File: src/sv/sorted_priority_deque_macros.svh
// assertion macros used by the sorted priority deque controller
// expects clk and rst_n in the scope of each use
`ifndef SORTED_PRIORITY_DEQUE_MACROS_SVH
`define SORTED_PRIORITY_DEQUE_MACROS_SVH

// consequent must hold in the same cycle as the antecedent
`define SPD_ASSERT_NOW(lbl, ante, cons, msg) \
    lbl: assert property (@(posedge clk) disable iff (!rst_n) (ante) |-> (cons)) \
        else $error(msg);

// consequent must hold in the cycle after the antecedent
`define SPD_ASSERT_NEXT(lbl, ante, cons, msg) \
    lbl: assert property (@(posedge clk) disable iff (!rst_n) (ante) |=> (cons)) \
        else $error(msg);

`endif

File: src/sv/spd_pkg.sv
// shared types and constants for the sorted priority deque
// no dependencies
package spd_pkg;

    localparam int CAPACITY = 64;
    localparam int KEY_BITS = 16;
    localparam int TAG_BITS = 16;
    localparam int IDX_W    = $clog2(CAPACITY);
    localparam int CNT_W    = $clog2(CAPACITY + 1);

    typedef enum logic [2:0] {
        CMD_PUSH_FRONT = 3'd0,
        CMD_PUSH_BACK  = 3'd1,
        CMD_SORTED     = 3'd2,
        CMD_POP_FRONT  = 3'd3,
        CMD_POP_BACK   = 3'd4
    } cmd_t;

    typedef enum logic [1:0] {
        ST_DONE  = 2'd0,
        ST_EMPTY = 2'd1,
        ST_FULL  = 2'd2
    } status_t;

    typedef struct packed {
        logic [2:0]  command;
        logic [15:0] new_key;
        logic [15:0] new_tag;
    } in_item_t;

    typedef struct packed {
        status_t     status;
        logic [15:0] out_key;
        logic [15:0] out_tag;
        logic [6:0]  entry_count;
    } out_item_t;

    typedef enum logic [1:0] {
        OP_HOLD,
        OP_INSERT,
        OP_SHIFT_FRONT
    } cell_op_t;

    typedef struct packed {
        cell_op_t            op;
        logic [IDX_W-1:0]    pos;
        logic [KEY_BITS-1:0] key;
        logic [TAG_BITS-1:0] tag;
    } cell_ctl_t;

endpackage

File: src/sv/spd_cell.sv
// one slot of the shifting list: holds a key and tag, compares against the broadcast key
// depends on spd_pkg
module spd_cell
    import spd_pkg::*;
(
    input  logic                clk,
    input  logic [IDX_W-1:0]    idx,
    input  cell_ctl_t           ctl,
    input  logic [KEY_BITS-1:0] left_key,
    input  logic [TAG_BITS-1:0] left_tag,
    input  logic [KEY_BITS-1:0] right_key,
    input  logic [TAG_BITS-1:0] right_tag,
    output logic [KEY_BITS-1:0] key,
    output logic [TAG_BITS-1:0] tag,
    output logic                ge
);

    logic [KEY_BITS-1:0] key_reg, key_next;
    logic [TAG_BITS-1:0] tag_reg, tag_next;

    always_comb
    begin
        key_next = key_reg;
        tag_next = tag_reg;
        case (ctl.op)
            OP_INSERT:
            begin
                // slots behind the insertion point move one place back
                if (idx > ctl.pos)
                begin
                    key_next = left_key;
                    tag_next = left_tag;
                end
                else if (idx == ctl.pos)
                begin
                    key_next = ctl.key;
                    tag_next = ctl.tag;
                end
            end
            OP_SHIFT_FRONT:
            begin
                key_next = right_key;
                tag_next = right_tag;
            end
            default:
            begin
                key_next = key_reg;
                tag_next = tag_reg;
            end
        endcase
    end

    always_ff @(posedge clk)
    begin
        key_reg <= key_next;
        tag_reg <= tag_next;
    end

    assign key = key_reg;
    assign tag = tag_reg;
    assign ge  = (key_reg >= ctl.key);

endmodule

File: config.mk
export PLATFORM = sky130hd
export DESIGN_NAME = spd_cell
export DESIGN_NICKNAME = d
export VERILOG_FILES = /design/src/sv/sorted_priority_deque_macros.svh /design/src/sv/spd_pkg.sv /design/src/sv/spd_cell.sv
export SDC_FILE = /design/constraint.sdc
export NUM_CORES = 1
export LEC_CHECK = 0
export ABC_AREA = 1
export BUFFER_PORTS_ARGS = -buffer_cell sky130_fd_sc_hd__buf_2
export CORE_ASPECT_RATIO = 0.8
export CORE_MARGIN = 8
export CORE_UTILIZATION = 48
export CTS_CLUSTER_SIZE = 25
export DETAILED_ROUTE_END_ITERATION = 7
export PLACE_DENSITY = 0.89
export SLEW_MARGIN = 15
export SYNTH_ARGS = -nofsm -noshare
export SYNTH_HDL_FRONTEND = slang
export SYNTH_SLANG_ARGS = --single-unit
File: constraint.sdc
create_clock -name clk -period 5.5 [get_ports clk]
set_input_delay 0.825 -clock clk [delete_from_list [all_inputs] [get_ports clk]]
set_output_delay 0.825 -clock clk [all_outputs]
set_load 0.02 [all_outputs]
Yosys cells after proc, flatten, opt, wreduce, memory -nomap -nowiden
Index checks and enable logic that the tools add are counted.
- flip-flop bits (word level): 32
- word-level logic and storage cells: 16
- output and inout bits: 33
- $lt $le $gt $ge: 2
- reduce and logical (&&, ||, !) cells: 2
- equal/unequal tests: 4
- multiplexer cells: 6
- operators by type and width (cell ; number):
    two-way mux 16 bit ; 4
    case mux 16 bit (2 select lines) ; 2
    >= comparator 16 bit ; 1
    equality test 6 bit ; 1
    > comparator 6 bit ; 1
    inequality test 3 bit (second input constant) ; 1
    equality test 2 x 1 -> 1 bit (second input constant) ; 1
    equality test 2 bit (second input constant) ; 1
    AND reduction 2 bit ; 1
    nonzero test 2 bit ; 1

Longest topological paths before layout
- word-level depth: 4
- gate-level depth with buffers: 12
- mapped depth without buffers: 11

Least setup slack after synthesis
Ideal clock, no wire load.
- path kind: input -> register
- start point: in ctl[37] (netlist name)
- end point: reg key_reg[0] (netlist: key[0]), enable pin
- path buffers: 1
- library setup time: 0.390 ns
- data required time: 5.110 ns
- arrival: 2.495 ns
- path slack: 2.615 ns
- cell stages on the path: 9
- cell sequence: inv_1 ha_1 nand2_1 nor2_2 nand3_2 buf_2 nand4_1 nand2_1 nand2_1
- word-level cells in the longest chain between the ends: 3
- elaborated cells on any way between the ends: 4
- those cells by class: order compare: 1; eq/ne: 2; reduce/logical: 1
- ends and longest elaborated chain (what ; line ; source):
    from (decl) ; spd_cell.sv:8 ; input cell_ctl_t ctl,
    > comparator 6 bit or equality test 6 bit (tied branches) ; spd_cell.sv:29, spd_cell.sv:34 ;
    inequality test 3 bit (no source line) * ; n/a ;
    AND reduction 2 bit (no source line) * ; n/a ;
    to (signal assigned) ; spd_cell.sv:55 ; key_reg <= key_next;
    to (decl) ; spd_cell.sv:18 ; logic [KEY_BITS-1:0] key_reg, key_next;
Mark *: on every way between the ends. The rest lies on a longest branch, timed or not.
A chain may end at the register's enable or synchronous reset.

Worst setup path after layout
- start point: in idx[5]
- end point: reg key_reg[10] (netlist: key[10]) (data pin)
- word-level cells in the longest chain between the ends: 3
- ends and longest elaborated chain (what ; line ; source):
    from (decl) ; spd_cell.sv:7 ; input logic [IDX_W-1:0] idx,
    > comparator 6 bit ; spd_cell.sv:29 ; if (idx > ctl.pos)
    two-way mux 16 bit ; spd_cell.sv:29 ;
    case mux 16 bit (2 select lines) ; spd_cell.sv:25 ; case (ctl.op)
    net key_next[10] ; spd_cell.sv:18 ;
The timed path passes the listed nets, and every way through them passes these cells.

==> flow_summary.yaml <==
status:
  status: "finished, final reports clean"
global_route:
  grt_usage_pct: 18.0
  grt_max_degree: 35
  grt_pass1_wl_um: 11900
  grt-ovfl-total: 0
  antenna_found_initial: 0
  grt_pass1_vias: 2735
timing:
  slew_headroom_pct: 34.8
  finalHoldViolCount: 0
  worstMarginPinSlew_ns: 0.976
  fin_crit_sh_pct: 53.1
  fmax_ghz: 0.342
  timing.final.crit_period_ns: 2.92
  slew_viol_final: 0
  finalSetupTns_ns: 0
  rsz0062_at_grt: "false"
  final-setup-viol-count: 0
synth:
  async_flop_share_pct: 0
  synthTopCellsByArea: "edfxtp_1, nand2_1, nand3_1"
  synth_top_area_share_pct: 37.6
  synth_nets: 493
  ys_seq_area_share_pct: 37.6
  yosys.cell_count.top_type: "nand2_1"
  synth_area_leader_cell: "edfxtp_1"
  yosysWarningCount: 0
  syn-instance-count: 360
  synth_seq_cells: 32
  synth-edff-count: 32
  synth_ff_type: "edfxtp_1"
  synth_cell_types: 20
  syn_area_per_cell_um2: 7.10
  syn-cell-area_mm2: 0.00255
  ys_top_cells_by_count: "nand2_1, inv_1, nand3_1"
hold_path:
  worstHoldStart: "right_key[3]"
  hold_end: "key[3]"
  hold_class: "primary input to flip-flop"
  hold_depth: 3
final_layout:
  nNetsFinal: 629
  area_delta_synth_final_pct: 31.0
  stdcell_count: 558
  drive_gt1_share_pct: 31.3
  fin_area_mm2: 0.00335
  antenna_cells: 0
setup_path:
  startpoint_type: "primary input"
  arrival_ns: 2.95
  path_max_fanout: 34
  cp-end-kind: "flip-flop"
  required_ns: 5.53
  crit_type: "primary input to flip-flop"
clocking:
  tritoncts: "built"
  cts_resized: 0
  cts.sinks: 32
  holdBufCountCts: 0
  cts_max_path_buffers: 2
  cts_root_buffer: "clkbuf_8"
  worst_setup_hold_path_clk_slew_ns: 0.07
  htree_levels: 2
  cts_buffers: 5
  postCtsSetupBuffers: 0
pwr:
  power_density_mw_per_mm2: 231
  ir_worst_vdd_mv: 0.138
  p_seq_share_pct: 42.3
  power_frac_clock_pct: 21.1
  combPwrFrac_pct: 36.6
  intPower_mw: 0.504
  leakagePower_nw: 2.03
  p_switching_mw: 0.270
  netSwitchingFraction_pct: 34.9
drt:
  ant_nets: 0
  drt-total-wl_um: 7540
  post_drt_wl_per_cell_um: 13.5
  num_vias: 2727
  via_per_inst: 4.89
  dr.pass1.iters: 5
  drtIter0Drc: 194
  drc_errors: 0
place:
  dp_hpwl_um: 5920
  postPlaceCellArea_mm2: 0.00327
  routabilityCongestion: 0.813
  dp.cells: 551
  io_buffers: 143
floorplan:
  die_h_um: 81.3
  die_w_um: 97.6
  core_area_mm2: 0.00506
  die_area_mm2: 0.00793
  num_rows: 23
  ios: 144
  start_util_pct: 50.4
flow_run:
  cap_viol_max_count: 0
worst max-delay path by stage:
stage	start	to	cells past startpoint
2_1_floorplan	ctl[37]	key[0]	9
3_3_place_gp	ctl[37]	tag[11]	10
3_5_place_dp	idx[5]	key[2]	9
4_1_cts	idx[5]	key[15]	9
5_1_grt	ctl[37]	tag[5]	10
6_report	idx[5]	key[10]	9
cell families (layout without fill, tap and decap cells):
logic type,after synthesis,in the layout,share of synthesized area (%)
AND/OR/NAND/NOR,200,200,34.1
buffers and inverters,95,231,15.1
AO/OA/AOI/OAI,11,11,2.35
flip-flops,32,32,37.6
adder cells (fa/ha/maj),22,22,10.8
power by group through the flow:
| stage | Sequential (mW) | Combinational, mW | Clock (mW) |
|---|---|---|---|
| 2_1_floorplan | 0.375 | 0.141 | 0 |
| 4_1_cts | 0.328 | 0.285 | 0.165 |
| 3_3_place_gp | 0.332 | 0.275 | 0 |
| 3_5_place_dp | 0.332 | 0.284 | 0 |
| 5_1_grt | 0.331 | 0.317 | 0.178 |
| 6_report | 0.328 | 0.283 | 0.163 |
per-layer routing:
| layer | vias up | track usage [%] | wire length [um] |
|---|---|---|---|
| li1 | 1398 | - | - |
| met1 | 1178 | 19.9 | 3130 |
| met2 | 141 | 32.2 | 3660 |
| met3 | 10 | 5.59 | 651 |
| met4 | 0 | 6.64 | 97 |
| met5 | - | 0 | 0 |
layout by cell type, fill, tap and decap left out, types with 2 or more instances in the layout:
master,netlist,layout
buf_2,6,143
inv_1,80,80
nand4_1,2,2
edfxtp_1,32,32
clkbuf_8,0,5
nand2_2,1,2
clkinv_1,0,2
a21oi_1,7,7
nand3_1,66,66
o21ai_0,2,2
ha_1,22,22
nand2_1,119,118
nor2_1,7,7
critical path, stage by stage:
cell and delay, ns:
buf_2 0.10, ha_1 0.28, nand2_1 0.08, nor2_2 0.16, nand3_2 0.58, nand2_4 0.60
nand2_1 0.13, nand3_1 0.09, nand2_1 0.08
metrics by stage:
step           utilization (%)  hold slack [ns]  total power [mW]  setup WS [ns]
3_3_place_gp              64.6             1.10             0.606           2.37
5_1_grt                   66.1            0.817             0.826           2.40
6_report                  66.1            0.817             0.774           2.58
2_1_floorplan                -             1.01             0.516           2.62
3_5_place_dp              64.6             1.10             0.617           2.27
4_1_cts                   66.1            0.810             0.779           2.55
layout make-up:
type / instances / area [um2]
clock buffer: 5 / 68.8
fill: 453 / 1720
clock inverter: 2 / 7.51
inverter: 80 / 300
timing repair buffer: 144 / 723
multi-input combinational: 233 / 1210
sequential: 32 / 961
tap: 62 / 77.6
(Power assumes the default switching activity.)
